File: config.mk
export PLATFORM = sky130hd
export DESIGN_NAME = sync_crc8_frame_reassembler_core_flat
export DESIGN_NICKNAME = d
export VERILOG_FILES = /design/src/hw/rtl/scf_pkg.sv /design/src/hw/rtl/scf_in_if.sv /design/src/hw/rtl/scf_out_if.sv /design/src/hw/rtl/sync_crc8_frame_reassembler_core.sv /design/src/hw/rtl/scf_front.sv /design/src/hw/rtl/scf_queue.sv /design/src/hw/rtl/scf_back.sv /design/src/flat_wrapper.sv
export SDC_FILE = /design/constraint.sdc
export NUM_CORES = 1
export LEC_CHECK = 0
export ABC_AREA = 1
export BUFFER_PORTS_ARGS = -buffer_cell sky130_fd_sc_hd__clkbuf_2
export CORE_MARGIN = 2
export CORE_UTILIZATION = 39
export CTS_BUF_LIST = sky130_fd_sc_hd__clkbuf_8
export DETAILED_ROUTE_END_ITERATION = 8
export GPL_ROUTABILITY_DRIVEN = 0
export PLACE_DENSITY_LB_ADDON = 0.15
export SLEW_MARGIN = 10
export SYNTH_ARGS = -nofsm -noshare
export SYNTH_HDL_FRONTEND = slang
export SYNTH_SLANG_ARGS = --single-unit
File: constraint.sdc
create_clock -name clk -period 8.3 [get_ports clk]
set_clock_uncertainty 0.15 [all_clocks]
set_input_delay 0.415 -clock clk [delete_from_list [all_inputs] [get_ports clk]]
set_output_delay 0.415 -clock clk [all_outputs]
set_load 0.02 [all_outputs]
File: src/hw/rtl/scf_pkg.sv
// Shared constants and types for the CRC-8 frame reassembler.
package scf_pkg;

  localparam int BUFFER_BYTES = 64;
  localparam int PTR_W        = 6;
  localparam int FILL_W       = 7;
  localparam int POS_W        = 6;

  localparam logic [7:0] SYNC_A   = 8'hAA;
  localparam logic [7:0] SYNC_B   = 8'h55;
  localparam logic [7:0] INV_MASK = 8'hFF;
  localparam logic [7:0] CRC_POLY = 8'h07;

  // Minimum bytes before the header can be judged, and fixed frame overhead.
  localparam int MIN_HDR    = 7;
  localparam int FRAME_OVHD = 8;
  localparam int MAX_LEN_LO = BUFFER_BYTES - FRAME_OVHD;

  // Header offsets.
  localparam int OFF_SYNC  = 0;
  localparam int OFF_CMD   = 1;
  localparam int OFF_NCMD  = 2;
  localparam int OFF_LEN_L = 5;
  localparam int OFF_LEN_H = 6;

  localparam int QDEPTH  = 4;
  localparam int QPTR_W  = 2;
  localparam int QCNT_W  = 3;

  // One accepted frame waiting to be sent out.
  typedef struct packed {
    logic [PTR_W-1:0] start;
    logic [POS_W-1:0] last_pos;
    logic             run_last;
  } desc_t;

  typedef struct packed {
    logic  valid;
    desc_t desc;
  } q_push_t;

  typedef struct packed {
    logic full;
    logic empty;
  } q_stat_t;

  typedef struct packed {
    logic             en;
    logic [PTR_W-1:0] addr;
  } rd_req_t;

  typedef struct packed {
    logic idle;
  } back_stat_t;

endpackage

File: src/hw/rtl/scf_in_if.sv
// Input byte channel: received byte and flush request.
interface scf_in_if;
  logic       valid;
  logic       ready;
  logic [7:0] rx_byte;
  logic       flush;

  modport source (output valid, output rx_byte, output flush, input ready);
  modport sink   (input valid, input rx_byte, input flush, output ready);
endinterface

File: src/hw/rtl/scf_out_if.sv
// Output channel: one byte of an accepted frame with its position flags.
interface scf_out_if;
  logic       valid;
  logic       ready;
  logic [7:0] frame_byte;
  logic [5:0] byte_position;
  logic       frame_end;
  logic       run_end;

  modport source (output valid, output frame_byte, output byte_position,
                  output frame_end, output run_end, input ready);
  modport sink   (input valid, input frame_byte, input byte_position,
                  input frame_end, input run_end, output ready);
endinterface

File: src/hw/rtl/sync_crc8_frame_reassembler_core.sv
// Top level of the length-prefixed CRC-8 frame reassembler.
// Usage:
//   byte_in carries one received byte per request (rx_byte) and a flush bit.
//   A flush request empties the buffer and gives no output.
//   Each other byte is appended to a 64-byte buffer, which is then rescanned:
//   junk and bad candidates are dropped one byte at a time, and every frame
//   whose header and CRC-8 check pass is sent on frame_out byte by byte with
//   its position, frame_end on the check byte and run_end on the last byte
//   caused by the current input request.
// Timing:
//   The scanner streams buffer bytes at one per cycle through a registered
//   read port unless a full descriptor queue holds it, and each dropped
//   byte restarts the candidate. The emitter reads each output byte from
//   the buffer, then loads it into the output register, and issues no new
//   read while one is still in flight. byte_in is ready again once the scan
//   has ended and every frame has been read out of the buffer; only the
//   final byte may still sit in the output register. A stalled receiver
//   holds the output register, then the descriptor queue, then the scanner,
//   with no loss.
// Reset (rst, synchronous): the buffer is empty and no output is pending.
module sync_crc8_frame_reassembler_core (
  input  logic      clk,
  input  logic      rst,
  scf_in_if.sink    byte_in,
  scf_out_if.source frame_out
);

  scf_pkg::q_push_t    q_push;
  scf_pkg::q_stat_t    q_stat;
  scf_pkg::desc_t      q_desc;
  scf_pkg::rd_req_t    rd_req;
  scf_pkg::back_stat_t back_stat;
  logic                q_pop;
  logic [7:0]          rd_data;

  scf_front u_front (
    .clk       (clk),
    .rst       (rst),
    .byte_in   (byte_in),
    .q_stat    (q_stat),
    .q_push    (q_push),
    .back_stat (back_stat),
    .rd_req    (rd_req),
    .rd_data   (rd_data)
  );

  scf_queue u_queue (
    .clk       (clk),
    .rst       (rst),
    .push      (q_push),
    .pop       (q_pop),
    .head_desc (q_desc),
    .stat      (q_stat)
  );

  scf_back u_back (
    .clk       (clk),
    .rst       (rst),
    .q_stat    (q_stat),
    .q_desc    (q_desc),
    .q_pop     (q_pop),
    .rd_req    (rd_req),
    .rd_data   (rd_data),
    .stat      (back_stat),
    .frame_out (frame_out)
  );

endmodule

File: src/hw/rtl/scf_front.sv
// Front end: byte buffer, append, and the header/CRC rescan of buffered bytes.
module scf_front (
  input  logic                clk,
  input  logic                rst,
  scf_in_if.sink              byte_in,
  input  scf_pkg::q_stat_t    q_stat,
  output scf_pkg::q_push_t    q_push,
  input  scf_pkg::back_stat_t back_stat,
  input  scf_pkg::rd_req_t    rd_req,
  output logic [7:0]          rd_data
);

  typedef enum logic {F_IDLE, F_SCAN} state_t;
  typedef enum logic [2:0] {ACT_ISSUE, ACT_DROP, ACT_FRAME, ACT_DONE} act_t;

  state_t state;
  act_t   act;

  logic [7:0] byte_store [scf_pkg::BUFFER_BYTES];

  logic [scf_pkg::PTR_W-1:0]  head;
  logic [scf_pkg::FILL_W-1:0] fill;
  logic [scf_pkg::POS_W-1:0]  off;
  logic [scf_pkg::POS_W-1:0]  poff;
  logic                       pend;
  logic [7:0]                 rda;
  logic [7:0]                 crc;
  logic [7:0]                 cmd;
  logic [7:0]                 len_lo;
  logic [scf_pkg::POS_W-1:0]  last_pos;
  logic                       hold_valid;
  logic [scf_pkg::PTR_W-1:0]  hold_start;
  logic [scf_pkg::POS_W-1:0]  hold_last;

  logic                       accept;
  logic                       stall;
  logic                       rd_en_a;
  logic [scf_pkg::PTR_W-1:0]  rd_addr_a;
  logic [scf_pkg::PTR_W-1:0]  wr_addr;
  logic [7:0]                 crc_next;
  logic [scf_pkg::POS_W-1:0]  last_pos_next;
  logic                       oversize;

  function automatic logic [7:0] crc8_byte(input logic [7:0] v);
    logic [7:0] c;
    c = v;
    for (int b = 0; b < 8; b++) begin
      c = c[7] ? ({c[6:0], 1'b0} ^ scf_pkg::CRC_POLY) : {c[6:0], 1'b0};
    end
    return c;
  endfunction

  assign byte_in.ready = (state == F_IDLE) && q_stat.empty && back_stat.idle;
  assign accept        = byte_in.valid && byte_in.ready;
  // with the buffer full, fill[5:0] is zero and the write lands on the oldest byte
  assign wr_addr       = head + fill[scf_pkg::PTR_W-1:0];
  assign rd_addr_a     = head + off;

  assign crc_next      = crc8_byte(((poff == scf_pkg::POS_W'(scf_pkg::OFF_SYNC)) ? 8'h00 : crc)
                                   ^ rda);
  assign oversize      = (rda != 8'h00) || (len_lo > 8'(scf_pkg::MAX_LEN_LO));
  assign last_pos_next = scf_pkg::POS_W'(len_lo) + scf_pkg::POS_W'(scf_pkg::FRAME_OVHD - 1);

  always_comb begin
    act = ACT_ISSUE;
    if (fill == '0) begin
      act = ACT_DONE;
    end else if (pend) begin
      if (poff == scf_pkg::POS_W'(scf_pkg::OFF_SYNC)) begin
        if (rda != scf_pkg::SYNC_A && rda != scf_pkg::SYNC_B) begin
          act = ACT_DROP;
        end else if (fill < scf_pkg::FILL_W'(scf_pkg::MIN_HDR)) begin
          act = ACT_DONE;
        end
      end else if (poff == scf_pkg::POS_W'(scf_pkg::OFF_NCMD)) begin
        if ((cmd ^ scf_pkg::INV_MASK) != rda) act = ACT_DROP;
      end else if (poff == scf_pkg::POS_W'(scf_pkg::OFF_LEN_H)) begin
        if (oversize) begin
          act = ACT_DROP;
        end else if ({1'b0, last_pos_next} >= fill) begin
          act = ACT_DONE;
        end
      end else if (poff > scf_pkg::POS_W'(scf_pkg::OFF_LEN_H) && poff == last_pos) begin
        act = (crc == rda) ? ACT_FRAME : ACT_DROP;
      end
    end
  end

  // a frame is held back until the scan knows whether another one follows
  assign stall = hold_valid && q_stat.full && (act == ACT_FRAME || act == ACT_DONE);
  assign q_push.valid         = (state == F_SCAN) && hold_valid && !stall &&
                                (act == ACT_FRAME || act == ACT_DONE);
  assign q_push.desc.start    = hold_start;
  assign q_push.desc.last_pos = hold_last;
  assign q_push.desc.run_last = (act == ACT_DONE);
  assign rd_en_a              = (state == F_SCAN) && (act == ACT_ISSUE);

  always_ff @(posedge clk) begin
    if (accept && !byte_in.flush) byte_store[wr_addr] <= byte_in.rx_byte;
    if (rd_en_a) rda <= byte_store[rd_addr_a];
    if (rd_req.en) rd_data <= byte_store[rd_req.addr];
  end

  always_ff @(posedge clk) begin
    if (rst) begin
      state      <= F_IDLE;
      head       <= '0;
      fill       <= '0;
      pend       <= 1'b0;
      off        <= '0;
      hold_valid <= 1'b0;
    end else begin
      unique case (state)
        F_IDLE: begin
          if (accept) begin
            if (byte_in.flush) begin
              head <= '0;
              fill <= '0;
            end else begin
              if (fill == scf_pkg::FILL_W'(scf_pkg::BUFFER_BYTES)) begin
                head <= head + 1'b1;
              end else begin
                fill <= fill + 1'b1;
              end
              off   <= '0;
              pend  <= 1'b0;
              state <= F_SCAN;
            end
          end
        end
        F_SCAN: begin
          unique case (act)
            ACT_ISSUE: begin
              off  <= off + 1'b1;
              poff <= off;
              pend <= 1'b1;
              if (pend) begin
                crc <= crc_next;
                if (poff == scf_pkg::POS_W'(scf_pkg::OFF_CMD))   cmd      <= rda;
                if (poff == scf_pkg::POS_W'(scf_pkg::OFF_LEN_L)) len_lo   <= rda;
                if (poff == scf_pkg::POS_W'(scf_pkg::OFF_LEN_H)) last_pos <= last_pos_next;
              end
            end
            ACT_DROP: begin
              head <= head + 1'b1;
              fill <= fill - 1'b1;
              off  <= '0;
              pend <= 1'b0;
            end
            ACT_FRAME: begin
              if (!stall) begin
                hold_valid <= 1'b1;
                hold_start <= head;
                hold_last  <= last_pos;
                head       <= head + last_pos + 1'b1;
                fill       <= fill - scf_pkg::FILL_W'(last_pos) - 1'b1;
                off        <= '0;
                pend       <= 1'b0;
              end
            end
            ACT_DONE: begin
              if (!stall) begin
                hold_valid <= 1'b0;
                state      <= F_IDLE;
              end
            end
            default: ;
          endcase
        end
        default: state <= F_IDLE;
      endcase
    end
  end

endmodule

File: src/hw/rtl/scf_queue.sv
// Small FIFO of accepted-frame descriptors between scanner and emitter.
module scf_queue (
  input  logic             clk,
  input  logic             rst,
  input  scf_pkg::q_push_t push,
  input  logic             pop,
  output scf_pkg::desc_t   head_desc,
  output scf_pkg::q_stat_t stat
);

  scf_pkg::desc_t entries [scf_pkg::QDEPTH];

  logic [scf_pkg::QPTR_W-1:0] wptr;
  logic [scf_pkg::QPTR_W-1:0] rptr;
  logic [scf_pkg::QCNT_W-1:0] count;
  logic                       do_push;
  logic                       do_pop;

  assign stat.full  = (count == scf_pkg::QCNT_W'(scf_pkg::QDEPTH));
  assign stat.empty = (count == '0);
  assign do_push    = push.valid && !stat.full;
  assign do_pop     = pop && !stat.empty;
  assign head_desc  = entries[rptr];

  always_ff @(posedge clk) begin
    if (do_push) entries[wptr] <= push.desc;
  end

  always_ff @(posedge clk) begin
    if (rst) begin
      wptr  <= '0;
      rptr  <= '0;
      count <= '0;
    end else begin
      if (do_push) wptr <= wptr + 1'b1;
      if (do_pop)  rptr <= rptr + 1'b1;
      case ({do_push, do_pop})
        2'b10:   count <= count + 1'b1;
        2'b01:   count <= count - 1'b1;
        default: ;
      endcase
    end
  end

endmodule

File: src/hw/rtl/scf_back.sv
// Back end: reads accepted frames out of the buffer and drives the output register.
module scf_back (
  input  logic                clk,
  input  logic                rst,
  input  scf_pkg::q_stat_t    q_stat,
  input  scf_pkg::desc_t      q_desc,
  output logic                q_pop,
  output scf_pkg::rd_req_t    rd_req,
  input  logic [7:0]          rd_data,
  output scf_pkg::back_stat_t stat,
  scf_out_if.source           frame_out
);

  logic                      busy;
  logic [scf_pkg::PTR_W-1:0] start;
  logic [scf_pkg::POS_W-1:0] last_pos;
  logic                      run_last;
  logic [scf_pkg::POS_W-1:0] off;

  // request in flight: data lands in the output register next cycle
  logic                      rf;
  logic [scf_pkg::POS_W-1:0] rf_pos;
  logic                      rf_fend;
  logic                      rf_rend;

  logic                      ov;
  logic                      issue;
  logic                      at_last;

  assign q_pop       = !busy && !q_stat.empty;
  assign at_last     = (off == last_pos);
  assign issue       = busy && !rf && (!ov || frame_out.ready);
  assign rd_req.en   = issue;
  assign rd_req.addr = start + off;
  assign stat.idle   = !busy && !rf;
  assign frame_out.valid = ov;

  always_ff @(posedge clk) begin
    if (rst) begin
      busy <= 1'b0;
      rf   <= 1'b0;
      ov   <= 1'b0;
    end else begin
      if (q_pop) begin
        busy     <= 1'b1;
        start    <= q_desc.start;
        last_pos <= q_desc.last_pos;
        run_last <= q_desc.run_last;
        off      <= '0;
      end else if (issue) begin
        if (at_last) busy <= 1'b0;
        else off <= off + 1'b1;
      end

      rf <= issue;
      if (issue) begin
        rf_pos  <= off;
        rf_fend <= at_last;
        rf_rend <= at_last && run_last;
      end

      if (rf) begin
        ov                      <= 1'b1;
        frame_out.frame_byte    <= rd_data;
        frame_out.byte_position <= rf_pos;
        frame_out.frame_end     <= rf_fend;
        frame_out.run_end       <= rf_rend;
      end else if (frame_out.ready) begin
        ov <= 1'b0;
      end
    end
  end

endmodule
File: src/flat_wrapper.sv
// flat-port wrapper written by rule: the top's interface ports become plain ports
module sync_crc8_frame_reassembler_core_flat 
  (clk, rst, byte_in_valid, byte_in_rx_byte, byte_in_flush, byte_in_ready, frame_out_valid, frame_out_frame_byte, frame_out_byte_position, frame_out_frame_end, frame_out_run_end, frame_out_ready);
  scf_in_if byte_in_i ();
  scf_out_if frame_out_i ();
  input  logic clk;
  input  logic rst;
  input wire logic [$bits(byte_in_i.valid)-1:0] byte_in_valid;
  input wire logic [$bits(byte_in_i.rx_byte)-1:0] byte_in_rx_byte;
  input wire logic [$bits(byte_in_i.flush)-1:0] byte_in_flush;
  output wire logic [$bits(byte_in_i.ready)-1:0] byte_in_ready;
  output wire logic [$bits(frame_out_i.valid)-1:0] frame_out_valid;
  output wire logic [$bits(frame_out_i.frame_byte)-1:0] frame_out_frame_byte;
  output wire logic [$bits(frame_out_i.byte_position)-1:0] frame_out_byte_position;
  output wire logic [$bits(frame_out_i.frame_end)-1:0] frame_out_frame_end;
  output wire logic [$bits(frame_out_i.run_end)-1:0] frame_out_run_end;
  input wire logic [$bits(frame_out_i.ready)-1:0] frame_out_ready;
  assign byte_in_i.valid = byte_in_valid;
  assign byte_in_i.rx_byte = byte_in_rx_byte;
  assign byte_in_i.flush = byte_in_flush;
  assign byte_in_ready = byte_in_i.ready;
  assign frame_out_valid = frame_out_i.valid;
  assign frame_out_frame_byte = frame_out_i.frame_byte;
  assign frame_out_byte_position = frame_out_i.byte_position;
  assign frame_out_frame_end = frame_out_i.frame_end;
  assign frame_out_run_end = frame_out_i.run_end;
  assign frame_out_i.ready = frame_out_ready;
  sync_crc8_frame_reassembler_core u_core (.clk(clk), .rst(rst), .byte_in(byte_in_i), .frame_out(frame_out_i));
endmodule
# Yosys cells after proc, flatten, opt, wreduce, memory -nomap -nowiden
# Memory sizes are Yosys's and may differ from the RTL's. A register that Yosys moved wholly into a read port is not among the register bits.
# Cells that the tools add are included.
# word_totals
register_bits	110
mem_bits_rw	564
out_inout_bits	18
elab_cells	207
memories	2
# memory_table
name	words	width	read_ports	rd_ports_with_merged_regs	write_ports	line_no	source
u_core.u_front.byte_store	64	8	2	2	1	scf_front.sv:19	logic [7:0] byte_store [scf_pkg::BUFFER_BYTES];
u_core.u_queue.entries	4	13	1	1	1	scf_queue.sv:11	scf_pkg::desc_t entries [scf_pkg::QDEPTH];
# classes
add_sub_neg	17
order_cmp	4
eq_ne	27
mux	62
bitwise_logic	13
n_reduce_logical	54
# op_table
operator	n
$mux 6	9
$mux 3	13
$pmux 6 s2	3
$mux 7	4
$pmux 7 s2	2
$add 6x1->6 const B	4
$add 6x6->6	4
$not 3->3	8
$reduce_and 4->1	6
$logic_and 1x1->1	19
$mux 1	18
$pmux 6 s3	1
$reduce_and 5->1	3
$sub 7x1->7 const B	2
$eq 6x3->1 const B	2
$eq 6x6->1	2
$mux 2	6
$reduce_bool 2->1	5
$eq 8x8->1	1
$gt 8x6->1 const B	1
$mux 8	1
$ne 2x2->1 const B	4
$ne 8x7->1 const B	1
$ne 8x8->1	1
37 further kinds	57

# Depth between registers and ports, before layout
# depth
ltp_word	19
ltp_mapped	29

# Modules after synthesis
# A second synthesis with hierarchy kept.
# hier_totals
cells_unflattened	3571
area_unflattened_um2	34857.2
# by_module_without_submodules
mod	instances	cells_per_inst	area_each_um2	seq_area_each_um2
scf_front	1	3229	30519.3	17737.0
scf_queue	1	196	2459.9	1741.7
scf_back	1	146	1878.1	1351.3

# Worst setup path before layout
# No wires, ideal clock.
# synth_path
path_kind	register to register
start	reg u_core.u_front.len_lo[0]
end	reg u_core.u_queue.count[2] in the netlist's numbering
arrival_time_ps	4149
t_required_ps	8028
path_slack_ps	3879
stages_incl_launch_ff	29
n_path_buf	2
period_less_slack_ps	4421
cell_sequence	edfxtp_1 inv_1 ha_1 nand2_1 nand3_1 inv_1 or2_2 inv_1 ha_1 a21oi_1 o21ai_0 a21oi_1 nor2_1 o21ai_0 nand2_1 a21oi_1 inv_1 ha_1 clkbuf_1 o211ai_1 or2_2 clkbuf_1 ha_1 inv_1 fa_1 a21oi_1 o21ai_0 o21ai_0 a21oi_1
# synth_between
elab_chain_len	18
word_cells_on_any_way	23
# synth_rtl
element	line_no	source
start, declared	scf_front.sv:29	logic [7:0] len_lo;
start signal, assigned	scf_front.sv:140	if (poff == scf_pkg::POS_W'(scf_pkg::OFF_LEN_L)) len_lo <= rda;
$add 6x3->6 (*)	scf_front.sv:62	assign last_pos_next = scf_pkg::POS_W'(len_lo) + scf_pkg::POS_W'(scf_pkg::FRAME_OVHD - 1);
net u_core.u_front.last_pos_next (one bit)	scf_front.sv:41	logic [scf_pkg::POS_W-1:0] last_pos_next;
$ge 6x7->1 (*)	scf_front.sv:80	end else if ({1'b0, last_pos_next} >= fill) begin
$mux 2 (*)	scf_front.sv:80	
$mux 2 (*)	scf_front.sv:78	if (oversize) begin
$mux 3 (*)	scf_front.sv:77	end else if (poff == scf_pkg::POS_W'(scf_pkg::OFF_LEN_H)) begin
$mux 3 (*)	scf_front.sv:75	end else if (poff == scf_pkg::POS_W'(scf_pkg::OFF_NCMD)) begin
$mux 3 (*)	scf_front.sv:69	if (poff == scf_pkg::POS_W'(scf_pkg::OFF_SYNC)) begin
(+3 left out)	n/a	
$logic_or 1x1->1 (*)	scf_front.sv:90, scf_front.sv:92	
$logic_and 1x1->1	scf_front.sv:90	assign stall = hold_valid && q_stat.full && (act == ACT_FRAME || act == ACT_DONE);
$logic_not 1->1	n/a	
$logic_and 1x1->1	scf_front.sv:91	assign q_push.valid = (state == F_SCAN) && hold_valid && !stall &&
$logic_and 1x1->1 (*)	scf_front.sv:91	
$logic_and 1x1->1 (*)	scf_queue.sv:21	assign do_push = push.valid && !stat.full;
$eq 2x1->1 or $eq 2x2->1 (tied branches)	scf_queue.sv:37	case ({do_push, do_pop})
$pmux 3 s2 or $reduce_bool 2->1 (tied branches)	n/a	
end signal, assigned	scf_queue.sv:38	2'b10: count <= count + 1'b1;
end signal, assigned	scf_queue.sv:39	2'b01: count <= count - 1'b1;
end, declared	scf_queue.sv:15	logic [scf_pkg::QCNT_W-1:0] count;
# The timed path passes the listed nets; every way through them passes the cells marked *.
# A chain may end at the register's enable or synchronous reset.

# Final worst setup path
# layout_path
start	reg u_core.u_front.len_lo[0]
end	reg u_core.u_front.len_lo[2], enable pin
# layout_between
elab_chain_len	11
word_cells_on_any_way	13
# layout_rtl
element	line_no	source
$add 6x3->6	scf_front.sv:62	
net u_core.u_front.last_pos_next (one bit)	scf_front.sv:41	
$ge 6x7->1	scf_front.sv:80	
$mux 2	scf_front.sv:80	
$mux 2	scf_front.sv:78	
$mux 3	scf_front.sv:77	
$mux 3	scf_front.sv:75	
$mux 3	scf_front.sv:69	
$mux 3	scf_front.sv:68	end else if (pend) begin
$mux 3	scf_front.sv:66	if (fill == '0) begin
$logic_not 3->1	scf_front.sv:132	unique case (act)
$reduce_and 5->1 (no source line)	n/a	
# The timed path passes the listed nets, and every way through them passes these cells.

==> Implementation_results.wiki <==
{| class="wikitable"
! Metric !! Value
|-
| Status || completed
|-
| Accumulated negative setup slack || 0 ns
|-
| Clock tree from TritonCTS || built
|-
| Count of boundary I/O pins || 31
|-
| Initial antenna violation count || 3
|-
| Count of cells resized by post-cts repair || 0
|-
| Share of Yosys cell area claimed by the top area cell type || 0.578
|-
| CTS buffer count || 130
|-
| Total placed instance area || 36000 sq um
|-
| Achievable Freq || 0.209 GHz
|-
| CTS root buffer || sky130_fd_sc_hd__clkbuf_8
|-
| RSZ-0062 raised after global routing || false
|-
| Final-stage net count || 3642
|-
| Worst Tran Pin Value || 1.18 ns
|-
| Core footprint || 88500 sq um
|-
| Non-filler instance count after layout || 4832
|-
| Number of global-route vias before repair || 25100
|-
| CTS H-tree lvls || 4
|-
| Arr. time, crit path || 5.05 ns
|-
| Ys Warns || 0
|-
| Number of buffers on the longest clock path || 3
|-
| DRC marker count from the first detailed-route iteration || 2672
|-
| Die Footprint || 91900 sq um
|-
| Post-detailed-route count of antenna-violating nets || 0
|-
| Effective utilization at floorplan || 0.394
|-
| Total non-filler cell area in the finished layout || 38400 sq um
|-
| Kind of critical path || reg2reg
|-
| Number of max-slew violations in the final report || 0
|-
| FF+latch count, synth || 703
|-
| Clock input transition at the sequential cells of the worst setup and hold paths || 0.07 ns
|-
| Relative slew slack || 0.209
|-
| Post-route DRC violation count || 0
|-
| Total number of vias || 26800
|-
| Clock tree sinks || 703
|-
| Fin. Hold Viols || 0
|-
| Die X || 303 um
|-
| Worst skew pair latency || 0.81 ns
|-
| Number of distinct library cells after synthesis || 42
|-
| Number of iterations in the first detailed-routing pass || 6
|-
| Vias per cell || 5.54
|-
| Global-route wire length before repair || 158000 um
|-
| Congestion Overflow GR || 0
|-
| Mean area per synthesized cell || 9.69 sq um
|-
| Number of maximum-capacitance violations || 0
|-
| Die Y || 303 um
|-
| Most common cell after layout, fill and taps aside || sky130_fd_sc_hd__o21ai_0
|-
| Worst-path maximum fanout || 9
|-
| HPWL after detailed placement || 63300 um
|-
| Min Clock Period, post-route || 4.78 ns
|-
| Crit start category || register
|-
| Final period utilization || 0.576
|-
| DP Cell Count || 4604
|-
| Sequential element share of the synthesized area || 0.596
|-
| Worst hold path type || in2reg
|-
| Share of final-layout standard cells stronger than drive strength 1 || 0.0734
|-
| Synthesis-to-finish area growth || 10.1%
|-
| Endpoint kind of the worst setup timing path || register
|-
| Largest net degree at the start of global routing || 184
|-
| Mean routed wirelength per cell || 21.9 um
|-
| Top library cells by usage in the layout, fill and taps aside || sky130_fd_sc_hd__o21ai_0, sky130_fd_sc_hd__edfxtp_1, sky130_fd_sc_hd__nand2_1
|-
| Netlist area before placement || 34900 sq um
|-
| Area contributors post-synth || sky130_fd_sc_hd__edfxtp_1, sky130_fd_sc_hd__o21ai_0, sky130_fd_sc_hd__nand2_1, sky130_fd_sc_hd__a21oi_1, sky130_fd_sc_hd__nor2_1
|-
| Gate count of the mapped netlist || 3601
|-
| Cell taking the most area after synthesis || sky130_fd_sc_hd__edfxtp_1
|-
| Critical path data required time || 8.57 ns
|-
| Number of buffers inserted by port buffering || 30
|-
| Site Rows || 109
|-
| Synth Net Count || 3667
|-
| Total wire length after detailed routing || 106000 um
|-
| Total routing resource utilization after global routing || 0.230
|-
| Final-report setup violation count || 0
|}
area by class of cell:
class / count / area, sq um
clock buffer: 141 / 1940
inverter: 313 / 1180
antenna: 1 / 2.50
clock inverter: 81 / 417
sequential: 703 / 20800
multi-input combinational: 2356 / 12100
tap: 1165 / 1460
timing repair buffer: 72 / 553
fill: 8530 / 50100
worst max-delay path, stage by stage (launching register included):
cell,delay (ns)
sky130_fd_sc_hd__edfxtp_1,0.39
sky130_fd_sc_hd__inv_1,0.10
sky130_fd_sc_hd__ha_1,0.19
sky130_fd_sc_hd__nand2_1,0.08
sky130_fd_sc_hd__nand3_1,0.07
sky130_fd_sc_hd__inv_1,0.05
sky130_fd_sc_hd__or2_2,0.28
sky130_fd_sc_hd__inv_1,0.07
sky130_fd_sc_hd__ha_1,0.23
sky130_fd_sc_hd__a21oi_1,0.14
sky130_fd_sc_hd__o21ai_0,0.08
sky130_fd_sc_hd__a21oi_1,0.16
sky130_fd_sc_hd__nor2_1,0.06
sky130_fd_sc_hd__o21ai_0,0.14
sky130_fd_sc_hd__nand2_1,0.07
sky130_fd_sc_hd__a21oi_1,0.26
sky130_fd_sc_hd__ha_1,0.20
sky130_fd_sc_hd__nand2_1,0.07
sky130_fd_sc_hd__nor2_1,0.45
sky130_fd_sc_hd__nand2_1,0.14
sky130_fd_sc_hd__inv_1,0.32
sky130_fd_sc_hd__nand3_1,0.14
sky130_fd_sc_hd__nor2_1,0.56
layer usage:
layer	GRT usage	share of wire	up-vias	routed length, um
met1	0.325	0.45	12900	47200
met2	0.350	0.44	1098	46900
li1	-	-	12700	-
met4	0.0825	0.029	0	3080
met3	0.0465	0.082	183	8700
met5	0	0	-	0
registers in the layout, indices dropped and copies added (netlist names), 7 cells and up:
register,count
u_core.u_back.frame_out.frame_byte,8
u_core.u_front.rd_data,8
u_core.u_front.len_lo,8
u_core.u_front.byte_store,512
u_core.u_front.rda,8
u_core.u_queue.entries,52
u_core.u_front.crc,8
u_core.u_front.fill,7
u_core.u_front.cmd,8
worst paths after layout:
| path | start | endpoint | slack [ns] | cells past startpoint |
|---|---|---|---|---|
| max reg2reg | u_core.u_front.len_lo[0] | u_core.u_front.len_lo[2] | 3.52 | 22 |
| min | byte_in_valid | u_core.u_front.fill[6] | 0.07 | 7 |
| max | u_core.u_front.len_lo[0] | u_core.u_front.len_lo[2] | 3.52 | 22 |
| min reg2reg | u_core.u_back.rf_pos[5] | u_core.u_back.frame_out.byte_position[5] | 0.27 | 0 |
per-stage QoR:
step,util,setup WS (ns),hold slack [ns]
5_1_grt,0.434,2.97,0.0925
3_3_place_gp,0.407,3.57,0.250
4_1_cts,0.434,3.39,0.00910
3_5_place_dp,0.407,3.42,0.255
2_1_floorplan,-,3.88,0.250
6_report,0.434,3.52,0.0747
kinds of logic (layout without fill, tap and decap cells):
| group | after synthesis | after routing | share of synthesized area |
|---|---|---|---|
| AOI/OAI and AO/OA | 1242 | 1242 | 0.190 |
| and+or+nand+nor | 995 | 995 | 0.115 |
| DFF | 703 | 703 | 0.596 |
| buffers and inverters | 542 | 607 | 0.0609 |
| xor gates and xnor gates | 66 | 66 | 0.0180 |
| adders and majority gates | 53 | 53 | 0.0203 |
| other | 0 | 1 | 0 |
synthesized netlist by cell type:
cell type and instances:
sky130_fd_sc_hd__nor3_2 2, sky130_fd_sc_hd__xor2_1 33, sky130_fd_sc_hd__xnor2_1 28, sky130_fd_sc_hd__a32o_1 30, sky130_fd_sc_hd__or2_2 8, sky130_fd_sc_hd__ha_1 47, sky130_fd_sc_hd__nand4_1 11, sky130_fd_sc_hd__o221ai_1 1
sky130_fd_sc_hd__o21ai_0 700, sky130_fd_sc_hd__buf_1 29, sky130_fd_sc_hd__nand2_4 1, sky130_fd_sc_hd__o31ai_1 3, sky130_fd_sc_hd__nand3_2 1, sky130_fd_sc_hd__nor3_1 5, sky130_fd_sc_hd__nor3_4 1, sky130_fd_sc_hd__edfxtp_1 671
sky130_fd_sc_hd__o21ai_1 9, sky130_fd_sc_hd__nand2_1 506, sky130_fd_sc_hd__buf_2 63, sky130_fd_sc_hd__a21oi_1 376, sky130_fd_sc_hd__a311oi_1 1, sky130_fd_sc_hd__o21ai_2 2, sky130_fd_sc_hd__inv_2 7, sky130_fd_sc_hd__o211ai_1 58
sky130_fd_sc_hd__xor2_4 1, sky130_fd_sc_hd__nand2_2 2, sky130_fd_sc_hd__nand3b_1 3, sky130_fd_sc_hd__nor2_1 327, sky130_fd_sc_hd__nand3_1 125, sky130_fd_sc_hd__a211oi_1 4, sky130_fd_sc_hd__buf_4 3, sky130_fd_sc_hd__o21bai_1 4
sky130_fd_sc_hd__nor4_1 1, sky130_fd_sc_hd__and2_1 1, sky130_fd_sc_hd__clkbuf_1 134, sky130_fd_sc_hd__inv_1 306, sky130_fd_sc_hd__a31oi_1 31, sky130_fd_sc_hd__fa_1 6, sky130_fd_sc_hd__dfxtp_1 32, sky130_fd_sc_hd__o22ai_1 23
sky130_fd_sc_hd__nand3_4 1, sky130_fd_sc_hd__xor2_2 4
repair_timing:
action	in CTS	in global routing
setup endpoints to repair	0	0
buffers inserted	0	0
endpoints found under the hold margin	14	0
hold buffers	5	0
Power is not shown: default switching activity piles up to over one toggle a cycle in this logic, so the estimate is an artifact.
